===== src/hdl/postfix_stack_evaluator_unit_macros.svh =====
// Assertion macros for the postfix stack evaluator.
// Expects a clock named clk and an active-high reset named rst in scope.
`ifndef POSTFIX_STACK_EVALUATOR_UNIT_MACROS_SVH
`define POSTFIX_STACK_EVALUATOR_UNIT_MACROS_SVH

// Check that a condition holds on every clock edge outside reset.
`define PSE_ASSERT_ALWAYS(label, expr, msg) \
  label: assert property (@(posedge clk) disable iff (rst) (expr)) else $error(msg);

// Check that the consequent holds in the same cycle as the antecedent.
`define PSE_ASSERT_IMPLY(label, ante, cons, msg) \
  label: assert property (@(posedge clk) disable iff (rst) (ante) |-> (cons)) \
    else $error(msg);

// Check that the consequent holds in the cycle after the antecedent.
`define PSE_ASSERT_NEXT(label, ante, cons, msg) \
  label: assert property (@(posedge clk) disable iff (rst) (ante) |=> (cons)) \
    else $error(msg);

`endif


===== src/hdl/pse_pkg.sv =====
// Shared types, constants and helpers for the postfix stack evaluator.
// No dependencies; imported by the top level.
package pse_pkg;

  localparam int DATA_W   = 32;
  localparam int OPCODE_W = 3;
  localparam int STATUS_W = 3;
  localparam int DEPTH_W  = 7;
  localparam int ITER_W   = 5;
  localparam int S_DATA_W = 40;
  localparam int M_DATA_W = 48;

  typedef enum logic [OPCODE_W-1:0] {
    OP_PUSH   = 3'd0,
    OP_ADD    = 3'd1,
    OP_SUB    = 3'd2,
    OP_MUL    = 3'd3,
    OP_DIV    = 3'd4,
    OP_FINISH = 3'd5
  } opcode_t;

  typedef enum logic [STATUS_W-1:0] {
    ST_OK           = 3'd0,
    ST_UNDERFLOW    = 3'd1,
    ST_OVERFLOW     = 3'd2,
    ST_DIV_ZERO     = 3'd3,
    ST_FINISH_COUNT = 3'd4
  } status_t;

  // Absolute value of a two's complement word, read as unsigned.
  function automatic logic [DATA_W-1:0] magnitude(input logic [DATA_W-1:0] v);
    magnitude = v[DATA_W-1] ? (~v + {{(DATA_W-1){1'b0}}, 1'b1}) : v;
  endfunction

endpackage


===== src/hdl/postfix_stack_evaluator_unit.sv =====
// Postfix stack evaluator: operand stack memory, token sequencer and one
// shared 33-bit adder that serves add, subtract, shift-add multiply and
// restoring divide. Depends on pse_pkg and the evaluator macros header.
//
// One token is taken at a time; s_axis_tready is high only while the block
// is idle and the previous result has been transferred. Push, finish, faults
// and ignored opcodes go from the accepting cycle straight to the result
// state; add and subtract pass through an execute state, multiply and divide
// also through an iterating state, and a negative quotient through a fix-up
// state. The shared adder retires one multiplier or quotient bit per cycle.
// The top of stack is held in a register, so each operator needs only one
// read of the stack memory, issued on the input transfer. No clearing pass
// follows reset: entries above the count are never read.
`include "postfix_stack_evaluator_unit_macros.svh"

module postfix_stack_evaluator_unit #(
  parameter int STACK_DEPTH = 64
) (
  input  logic                          clk,
  input  logic                          rst,
  input  logic                          s_axis_tvalid,
  output logic                          s_axis_tready,
  // [2:0] opcode, [34:3] operand_value, [39:35] zero
  input  logic [pse_pkg::S_DATA_W-1:0]  s_axis_tdata,
  output logic                          m_axis_tvalid,
  input  logic                          m_axis_tready,
  // [31:0] top_value, [34:32] status, [41:35] depth_after, [47:42] zero
  output logic [pse_pkg::M_DATA_W-1:0]  m_axis_tdata
);
  import pse_pkg::*;

  localparam int AW = (STACK_DEPTH > 1) ? $clog2(STACK_DEPTH) : 1;
  localparam int CW = $clog2(STACK_DEPTH + 1);

  typedef enum logic [5:0] {
    S_IDLE = 6'b000001,
    S_EXEC = 6'b000010,
    S_MUL  = 6'b000100,
    S_DIV  = 6'b001000,
    S_FIX  = 6'b010000,
    S_RESP = 6'b100000
  } state_t;

  state_t               state, state_next;
  logic [CW-1:0]        count, count_next;
  logic [DATA_W-1:0]    top, top_next;
  status_t              status_next;
  logic                 finish_ok, goto_exec;

  opcode_t              in_op, op;
  logic [DATA_W-1:0]    in_val;
  logic                 accept, full, has_two;
  logic [CW-1:0]        count_m2;
  logic [AW-1:0]        rd_idx;

  logic [DATA_W-1:0]    stack_mem [STACK_DEPTH];
  logic [DATA_W-1:0]    mem_rd;
  logic                 mem_we;
  logic [AW-1:0]        mem_widx;
  logic [DATA_W-1:0]    mem_wdata;

  logic [DATA_W:0]      add_x, add_y, add_sum;
  logic                 add_sub;
  logic [DATA_W-1:0]    rem, den, quo;
  logic [ITER_W-1:0]    iter;
  logic                 neg;
  logic                 div_ok;
  logic [DATA_W-1:0]    rem_step, quo_step, acc_step;

  logic                 commit;
  logic [DATA_W-1:0]    res;

  logic [DATA_W-1:0]    out_top, out_top_next;
  status_t              out_status;
  logic [DEPTH_W-1:0]   out_depth;
  logic [CW+DEPTH_W-1:0] depth_ext, count_ext;
  logic [DEPTH_W-1:0]   depth7_next, count7;

  // Unpack the input transfer
  assign in_op    = opcode_t'(s_axis_tdata[OPCODE_W-1:0]);
  assign in_val   = s_axis_tdata[OPCODE_W+DATA_W-1:OPCODE_W];
  assign accept   = s_axis_tvalid && s_axis_tready;
  assign s_axis_tready = (state == S_IDLE);
  assign m_axis_tvalid = (state == S_RESP);
  assign m_axis_tdata  = {{(M_DATA_W-DEPTH_W-STATUS_W-DATA_W){1'b0}},
                          out_depth, out_status, out_top};

  // Stack occupancy and the address of the second entry from the top
  assign full     = (count >= CW'(STACK_DEPTH));
  assign has_two  = (count >= CW'(2));
  assign count_m2 = count - CW'(2);
  assign rd_idx   = count_m2[AW-1:0];

  // Shared adder operand selection
  always_comb begin
    add_x   = '0;
    add_y   = '0;
    add_sub = 1'b0;
    unique case (state)
      S_EXEC: begin
        add_x   = {1'b0, mem_rd};
        add_y   = {1'b0, top};
        add_sub = (op == OP_SUB);
      end
      S_MUL: begin
        add_x = {1'b0, rem};
        add_y = {1'b0, den};
      end
      S_DIV: begin
        add_x   = {rem, quo[DATA_W-1]};
        add_y   = {1'b0, den};
        add_sub = 1'b1;
      end
      S_FIX: begin
        add_y   = {1'b0, quo};
        add_sub = 1'b1;
      end
      default: ;
    endcase
  end

  assign add_sum = add_x + (add_y ^ {(DATA_W+1){add_sub}}) + {{DATA_W{1'b0}}, add_sub};

  // One restoring divide step and one shift-add multiply step
  assign div_ok   = !add_sum[DATA_W];
  assign rem_step = div_ok ? add_sum[DATA_W-1:0] : add_x[DATA_W-1:0];
  assign quo_step = {quo[DATA_W-2:0], div_ok};
  assign acc_step = quo[0] ? add_sum[DATA_W-1:0] : rem;

  // Operator result ready to be written back
  always_comb begin
    commit = 1'b0;
    res    = add_sum[DATA_W-1:0];
    unique case (state)
      S_EXEC: commit = (op == OP_ADD) || (op == OP_SUB);
      S_MUL: begin
        commit = (iter == '0);
        res    = acc_step;
      end
      S_DIV: begin
        commit = (iter == '0) && !neg;
        res    = quo_step;
      end
      S_FIX:   commit = 1'b1;
      default: ;
    endcase
  end

  // Work out stack count, top and status after this step
  always_comb begin
    count_next  = count;
    top_next    = top;
    status_next = ST_OK;
    finish_ok   = 1'b0;
    goto_exec   = 1'b0;
    if (commit) begin
      count_next = count - CW'(1);
      top_next   = res;
    end else if (accept) begin
      unique case (in_op)
        OP_PUSH: begin
          if (full) begin
            status_next = ST_OVERFLOW;
          end else begin
            count_next = count + CW'(1);
            top_next   = in_val;
          end
        end
        OP_ADD, OP_SUB, OP_MUL: begin
          if (!has_two) status_next = ST_UNDERFLOW;
          else          goto_exec   = 1'b1;
        end
        OP_DIV: begin
          if (!has_two)        status_next = ST_UNDERFLOW;
          else if (top == '0)  status_next = ST_DIV_ZERO;
          else                 goto_exec   = 1'b1;
        end
        OP_FINISH: begin
          if (count != CW'(1)) begin
            status_next = ST_FINISH_COUNT;
          end else begin
            finish_ok  = 1'b1;
            count_next = '0;
          end
        end
        default: ;
      endcase
    end
  end

  assign out_top_next = finish_ok ? top : ((count_next != '0) ? top_next : '0);
  assign depth_ext    = {{DEPTH_W{1'b0}}, count_next};
  assign depth7_next  = depth_ext[DEPTH_W-1:0];
  assign count_ext    = {{DEPTH_W{1'b0}}, count};
  assign count7       = count_ext[DEPTH_W-1:0];

  // Sequencer
  always_comb begin
    state_next = state;
    unique case (state)
      S_IDLE: if (accept) state_next = goto_exec ? S_EXEC : S_RESP;
      S_EXEC: begin
        priority case (op)
          OP_MUL:  state_next = S_MUL;
          OP_DIV:  state_next = S_DIV;
          default: state_next = S_RESP;
        endcase
      end
      S_MUL:  if (iter == '0) state_next = S_RESP;
      S_DIV:  if (iter == '0) state_next = neg ? S_FIX : S_RESP;
      S_FIX:  state_next = S_RESP;
      S_RESP: if (m_axis_tready) state_next = S_IDLE;
      default: state_next = S_IDLE;
    endcase
  end

  // Control registers
  always_ff @(posedge clk) begin
    if (rst) begin
      state <= S_IDLE;
      count <= '0;
    end else begin
      state <= state_next;
      count <= count_next;
    end
  end

  // Stack memory write: push at the count, write back over the second entry
  assign mem_we    = commit || (accept && (in_op == OP_PUSH) && !full);
  assign mem_widx  = commit ? rd_idx : count[AW-1:0];
  assign mem_wdata = commit ? res : in_val;

  always_ff @(posedge clk) begin
    if (mem_we) begin
      stack_mem[mem_widx] <= mem_wdata;
    end
    mem_rd <= stack_mem[rd_idx];
  end

  // Datapath and result registers
  always_ff @(posedge clk) begin
    top <= top_next;
    if (accept) begin
      op <= in_op;
    end
    if ((state_next == S_RESP) && (state != S_RESP)) begin
      out_top    <= out_top_next;
      out_status <= status_next;
      out_depth  <= depth7_next;
    end
    unique case (state)
      S_EXEC: begin
        rem  <= '0;
        iter <= '1;
        if (op == OP_DIV) begin
          quo <= magnitude(mem_rd);
          den <= magnitude(top);
          neg <= mem_rd[DATA_W-1] ^ top[DATA_W-1];
        end else begin
          quo <= top;
          den <= mem_rd;
          neg <= 1'b0;
        end
      end
      S_MUL: begin
        rem  <= acc_step;
        den  <= {den[DATA_W-2:0], 1'b0};
        quo  <= {1'b0, quo[DATA_W-1:1]};
        iter <= iter - ITER_W'(1);
      end
      S_DIV: begin
        rem  <= rem_step;
        quo  <= quo_step;
        iter <= iter - ITER_W'(1);
      end
      default: ;
    endcase
  end

  `PSE_ASSERT_IMPLY(a_one_side_open, s_axis_tready, !m_axis_tvalid, "ready while result pending")
  `PSE_ASSERT_ALWAYS(a_count_range, count <= CW'(STACK_DEPTH), "stack count beyond depth")
  `PSE_ASSERT_IMPLY(a_depth_match, m_axis_tvalid, out_depth == count7, "depth_after mismatch")
  `PSE_ASSERT_NEXT(a_div_iterate, (state == S_DIV) && (iter != '0), state == S_DIV, "divide cut short")
  `PSE_ASSERT_NEXT(a_push_grows, accept && (in_op == OP_PUSH) && !full, count == $past(count) + CW'(1), "push lost")

endmodule

===== config.mk =====
export PLATFORM = sky130hd
export DESIGN_NAME = postfix_stack_evaluator_unit
export DESIGN_NICKNAME = d
export VERILOG_FILES = /design/src/hdl/pse_pkg.sv /design/src/hdl/postfix_stack_evaluator_unit.sv
export VERILOG_INCLUDE_DIRS = /design/src /design/src/hdl
export SDC_FILE = /design/constraint.sdc
export NUM_CORES = 2
export LEC_CHECK = 0
export CORE_MARGIN = 8
export CORE_UTILIZATION = 25
export DETAILED_ROUTE_END_ITERATION = 8
export DONT_BUFFER_PORTS = 1
export PLACE_DENSITY = 0.41
export SLEW_MARGIN = 20
export SYNTH_ARGS = -nofsm -noshare
export SYNTH_HDL_FRONTEND = slang
export SYNTH_SLANG_ARGS = --single-unit

===== constraint.sdc =====
create_clock -name clk -period 6.7 [get_ports clk]
set_input_delay 0.335 -clock clk [delete_from_list [all_inputs] [get_ports clk]]
set_output_delay 0.335 -clock clk [all_outputs]
set_load 0.05 [all_outputs]

### Word level (Yosys, flattened, before mapping)

Memories as Yosys holds them, arrays and structs flattened. A register that Yosys moved wholly into a read port is not among the register bits.
Index checks and enable logic that the tools add are counted.

* flip-flop bits (word level): 192
* RAM bits: 2048
* output and inout port bits: 50
* word-level logic and storage cells: 121
* memories kept: 1

* add/subtract/negate cells: 8
* $lt $le $gt $ge: 2
* equal/unequal tests: 18
* muxes and demuxes: 54
* bitwise logic cells: 5
* reduce and logical (&&, ||, !) cells: 21

Memories
* stack_mem: depth 64, bits a word 32, rd ports 1, clocked after memory_dff 1, wr ports 1, RTL line postfix_stack_evaluator_unit.sv:56 `logic [DATA_W-1:0] stack_mem [STACK_DEPTH];`

Operator list (count)
* 32-bit two-way mux: 13
* 32-bit one-hot mux with 3 select lines: 3
* 32-bit one-hot mux with 2 select lines: 2
* 33-bit one-hot mux with 3 select lines: 1
* 32-bit by 1-bit adder with 32-bit output (second input constant): 2
* 32-bit inverter: 2
* 6-bit two-way mux: 7
* 6-bit one-hot mux with 6 select lines: 1
* 33-bit by 1-bit adder with 33-bit output: 1
* 33-bit adder: 1
* 33-bit XOR: 1
* 32-bit zero test: 1
* 7-bit two-way mux: 4
* 7-bit one-hot mux with 2 select lines: 1
* 3-bit by 2-bit == test with 1-bit output (second input constant): 4
* 6-bit == test (second input constant): 2
* 1-bit two-way mux: 12
* 3-bit one-hot mux with 4 select lines: 1
* 6-bit one-hot mux with 2 select lines: 1
* 5-bit one-hot mux with 2 select lines: 1
* 3-bit == test (second input constant): 3
* 7-bit by 1-bit adder with 7-bit output (second input constant): 1
* 7-bit by 2-bit >= comparator with 1-bit output (second input constant): 1
* 7-bit >= comparator (second input constant): 1
* 27 further kinds: 41

### Depth between registers and ports, before layout

* depth after elaboration: 11
* gate-level depth with buffers: 21
* mapped depth without buffers: 17

### Least setup slack after synthesis

Ideal clock, no wire load.

* kind: flip-flop to flip-flop
* start point: register state[5]
* end point: memory stack_mem[0][0] (data pin)
* setup time: 0.499 ns
* arrival: 5.861 ns
* required time: 6.201 ns
* path slack: 0.340 ns
* cell stages (with the launch flop): 20
* cell sequence: dfxtp_1 -> or4_1 -> clkbuf_1 -> nor2_1 -> clkbuf_1 -> buf_1 -> buf_1 -> nand2_1 -> nand2_1 -> ha_1 -> clkbuf_1 -> a21oi_1 -> o21ai_0 -> and3_1 -> a211o_1 -> a21oi_1 -> xor2_1 -> nor2_1 -> a2111oi_0 -> nor2_1

* longest elaborated chain between the ends: 9
* elaborated cells on any way between the ends: 17
* those cells by class: add/sub: 2; eq/ne: 4; mux: 7; bitwise: 1; reduce/logical: 3

Ends and longest elaborated chain
* start: declaration: RTL line postfix_stack_evaluator_unit.sv:44 `state_t state, state_next;`
* start signal: assignment: RTL line postfix_stack_evaluator_unit.sv:223 `state <= state_next;`
* 6-bit by 4-bit == test with 1-bit output, or another cell as far along: RTL line postfix_stack_evaluator_unit.sv:99, postfix_stack_evaluator_unit.sv:134
* 2-bit OR reduction (no source line)
* 32-bit one-hot mux with 3 select lines or 1-bit one-hot mux with 2 select lines (tied branches): RTL line postfix_stack_evaluator_unit.sv:99 `unique case (state)`
* 33-bit XOR: RTL line postfix_stack_evaluator_unit.sv:122 `assign add_sum = add_x + (add_y ^ {(DATA_W+1){add_sub}}) + {{DATA_W{1'b0}}, add_sub};`
* 33-bit adder: RTL line postfix_stack_evaluator_unit.sv:122
* 33-bit by 1-bit adder with 33-bit output: RTL line postfix_stack_evaluator_unit.sv:122
* 32-bit two-way mux or 1-bit zero test (tied branches): RTL line postfix_stack_evaluator_unit.sv:128, postfix_stack_evaluator_unit.sv:125
* 32-bit one-hot mux with 2 select lines: RTL line postfix_stack_evaluator_unit.sv:134 `unique case (state)`
* 32-bit two-way mux *: RTL line postfix_stack_evaluator_unit.sv:231 `assign mem_wdata = commit ? res : in_val;`
* via mem_wdata[0]: RTL line postfix_stack_evaluator_unit.sv:60 `logic [DATA_W-1:0] mem_wdata;`
* end: declaration: RTL line postfix_stack_evaluator_unit.sv:56

Mark *: on every way through the listed nets, which the timed path passes. The rest lies on a longest branch.

### Final worst setup path

* start point: register state[5]
* end point: memory stack_mem[7][22] (data pin)

* longest elaborated chain between the ends: 9
* elaborated cells on any way between the ends: 16
* those cells by class: add/sub: 2; eq/ne: 4; mux: 7; bitwise: 1; reduce/logical: 2

Ends and longest elaborated chain
* 6-bit by 4-bit == test with 1-bit output, or another cell as far along: RTL line postfix_stack_evaluator_unit.sv:99, postfix_stack_evaluator_unit.sv:134
* 2-bit OR reduction (no source line)
* 32-bit one-hot mux with 3 select lines or 1-bit one-hot mux with 2 select lines (tied branches): RTL line postfix_stack_evaluator_unit.sv:99
* 33-bit XOR: RTL line postfix_stack_evaluator_unit.sv:122
* 33-bit adder: RTL line postfix_stack_evaluator_unit.sv:122
* 33-bit by 1-bit adder with 33-bit output: RTL line postfix_stack_evaluator_unit.sv:122
* 32-bit two-way mux: RTL line postfix_stack_evaluator_unit.sv:128 `assign acc_step = quo[0] ? add_sum[DATA_W-1:0] : rem;`
* 32-bit one-hot mux with 2 select lines: RTL line postfix_stack_evaluator_unit.sv:134
* 32-bit two-way mux *: RTL line postfix_stack_evaluator_unit.sv:231
* via mem_wdata[22]: RTL line postfix_stack_evaluator_unit.sv:60

Marks and branches as above.

==> metrics.txt <==
DP Wirelength roughly 170 mm; WP buf/inv 3; DRT Pass-1 Iters 8; Clock Latency Late Sink roughly 0.87 ns; Critical Path RT slightly above 7 ns; post-CTS sizing 0; # Max-Cap Violations 0; critical path fanouts, max between 60 and 70; worst setup margin approximately 0.52 ns; Post-CTS Setup Repair Bufs 0; Max H-tree Level 5; Die Y ~630 um; Syn-to-layout area delta 18.0%; Final Setup Violations 0; relative slew slack 23.5%; vias in the first global route roughly 52,000; chip width about 630 um; via count between 50,000 and 60,000; routed length per placed instance roughly 28 um; final antenna-violating net count 0; Sw Share a little under a quarter; Filler cells approximately 37,000; Int Power about 24 mW; total CTS buffers between 200 and 300; Switching Power ~7 mW; Critical Path End Type flip-flop; VDD IR max around 0.00016 V; hold crit path type input port to flip-flop; Post-synth EDFFs 2,195; Post-CTS Hold Buffers 39; Cell Count, Final, Fillers Out 10,400; Netlist cell types 80; PwrDens approximately 280 mW/mm2; First DRT Iteration DRCs 4,501; drt total wl between 200 and 300 mm; Worst path most repeated cell o21ai_0; Async S/R FF share, synth 0%; synthesized flop and latch total 2,272; IO Count 94; RSZ-0062 raised after global routing no; Placed Cells 9,902; CTS max path bufs 4; initial antenna violation count 23; status finished clean; largest net degree at the start of global routing about 110; gpl congestion slightly below 0.9; ys flop type edfxtp_1; total gr overflow 0; count of input and output buffers 0; Arrival @ worst endpoint around 6.7 ns; P_leak between 30 and 40 nW; total track usage between 10% and 20%; CP top delay family compound AO/OA/AOI/OAI gates; DRC viols 0; Final Hold Viols 0; Seq/Total Area, Yosys a little under three quarters; commonest non-fill, non-tap cell in the layout edfxtp_1; largest stage delay on the critical path 0.90 ns; kind of critical path flip-flop to flip-flop; Critical Path Source Type flip-flop; Slowest-stage cell, CP or4_2; core area roughly 0.37 mm2; Rows about 230; max frequency between 150 and 200 MHz; yosys warns 0; cells along the critical path or4_2, nor2_4, a211o_2, buf_4, xnor2_1, ha_1, a21oi_1, o21ai_0, a31o_2, o21ai_0, a211oi_1, a211oi_1, o21ai_0, a221oi_1, buf_4, nor2_4, buf_12; CTS tree yes; Root Driver clkbuf_16; die area between 0.3 and 0.4 mm2; global-route wire length before repair around 420 mm; Mapped Area roughly 0.094 mm2; Post-Syn Instances roughly 5,000; Syn Area/Cell 18.8 um2; most frequent cells in the layout 2,195 x edfxtp_1, 658 x mux4_2, 302 x nand2_1; DP Worst Slack 0.644 ns; clk sink count around 2,300; worst slew pin tran around 1.1 ns; clk slew on worst S/H paths 0.06 ns; final period utilization slightly above 90%; clock share of power ~44%; Final Slew Violations 0; minimum clock period between 6 and 7 ns; Flop pwr share between 50% and 60%; share of cells above drive strength 1 25.8%; post-layout net count between 5,000 and 6,000; Clock Skew about 0.04 ns; initial core utilization around 25%; number of vias per cell between 4 and 5; Gate power share 4.6%; setup TNS 0 ns
[kinds of logic (layout without fill, tap and decap cells)]
| group | count (synthesis) | in the layout | synth area share, % |
|---|---|---|---|
| buffers and inverters | 365 | 777 | 1.51 |
| DFF | 2272 | 2272 | 71.8 |
| adders and majority gates | 44 | 44 | 0.594 |
| AOI/OAI and AO/OA | 698 | 698 | 4.96 |
| muxes | 688 | 688 | 16.1 |
| xor gates and xnor gates | 134 | 134 | 1.25 |
| and+or+nand+nor | 794 | 794 | 3.77 |
| other | 1 | 23 | 0.00399 |
[synthesized netlist by cell type (all sizes together), types with 30 or more instances]
cell type / instances / area, um2
dfxtp: 77 / 1540
nand3: 41 / 205
clkbuf: 233 / 876
xor2: 64 / 561
a22oi: 43 / 323
a222oi: 30 / 300
o31ai: 38 / 299
ha: 43 / 538
buf: 97 / 408
a21oi: 147 / 736
xnor2: 70 / 613
nor2: 269 / 1010
mux4: 658 / 14800
inv: 33 / 124
edfxtp: 2195 / 65900
nand2: 305 / 1140
o21ai: 177 / 886
a31oi: 44 / 275
[worst reg2reg max path, delay by kind of cell (launching register included)]
kind                       cells  cell delay [ns]
AOI/OAI and AO/OA              9             3.04
and+or+nand+nor                3             1.16
buffers and inverters          3             0.69
adders and majority gates      1             0.40
DFF                            1             0.38
xor gates and xnor gates       1             0.09
[power by group through the flow]
stage | clock network [mW] | registers, mW | logic, mW
after CTS | 14.4 | 16.1 | 1.47
after global placement | 0 | 16.4 | 1.41
after detailed placement | 0 | 16.4 | 1.44
after floorplan | 0 | 16.2 | 1.03
after global routing | 14.9 | 16.1 | 1.60
final | 14.0 | 16.1 | 1.46
[per-stage QoR]
step / util [%] / total power, mW / area, um2 / hold WS [ns]
CTS: 29.6 / 31.9 / 111000 / 0.0000258
finish: 29.6 / 31.5 / 111000 / 0.0744
floorplan: - / 17.3 / 93900 / 0.434
global route: 29.6 / 32.6 / 111000 / 0.0651
detailed placement: 27.3 / 17.8 / 102000 / 0.410
global placement: 27.3 / 17.8 / 102000 / 0.408
[registers in the layout, summed over array words and instances, names as in the netlist, 5 cells and up]
name / flops
iter: 5
out_top: 32
state: 6
stack_mem: 2048
den: 32
out_depth: 7
rem: 32
mem_rd: 32
top: 32
count: 7
quo: 32
[final timing paths]
path,from,slack (ns),cells past startpoint,endpoint
worst min register to register,den[7],0.56,2,den[8]
worst min-delay path,s_axis_tdata[24],0.07,2,stack_mem[37][21]
worst max register to register,state[5],0.52,17,stack_mem[7][22]
worst max-delay path,state[5],0.52,17,stack_mem[7][22]
[layer usage]
layer / vias to the layer above / wire length, um / global-route usage (%) / share of wire, %
met3: 342 / 14000 / 2.07 / 4.7
li1: 21100 / - / - / -
met5: - / 13 / 0 / 0.0044
met1: 27500 / 132000 / 20.0 / 45
met2: 1371 / 143000 / 24.3 / 49
met4: 2 / 5320 / 2.89 / 1.8
[final cells by class]
class | instances | area (um2) | share of cell area (%)
Antenna cell | 17 | 42.5 | 0.0384
Multi-Input combinational cell | 2364 | 25900 | 23.4
Clock inverter | 121 | 1200 | 1.08
Inverter | 35 | 131 | 0.119
Clock buffer | 345 | 7060 | 6.37
Tap cell | 4994 | 6250 | 5.64
Sequential cell | 2272 | 67500 | 60.9
Timing Repair Buffer | 276 | 2770 | 2.50
Note: power is estimated with default switching activity, not from simulation.
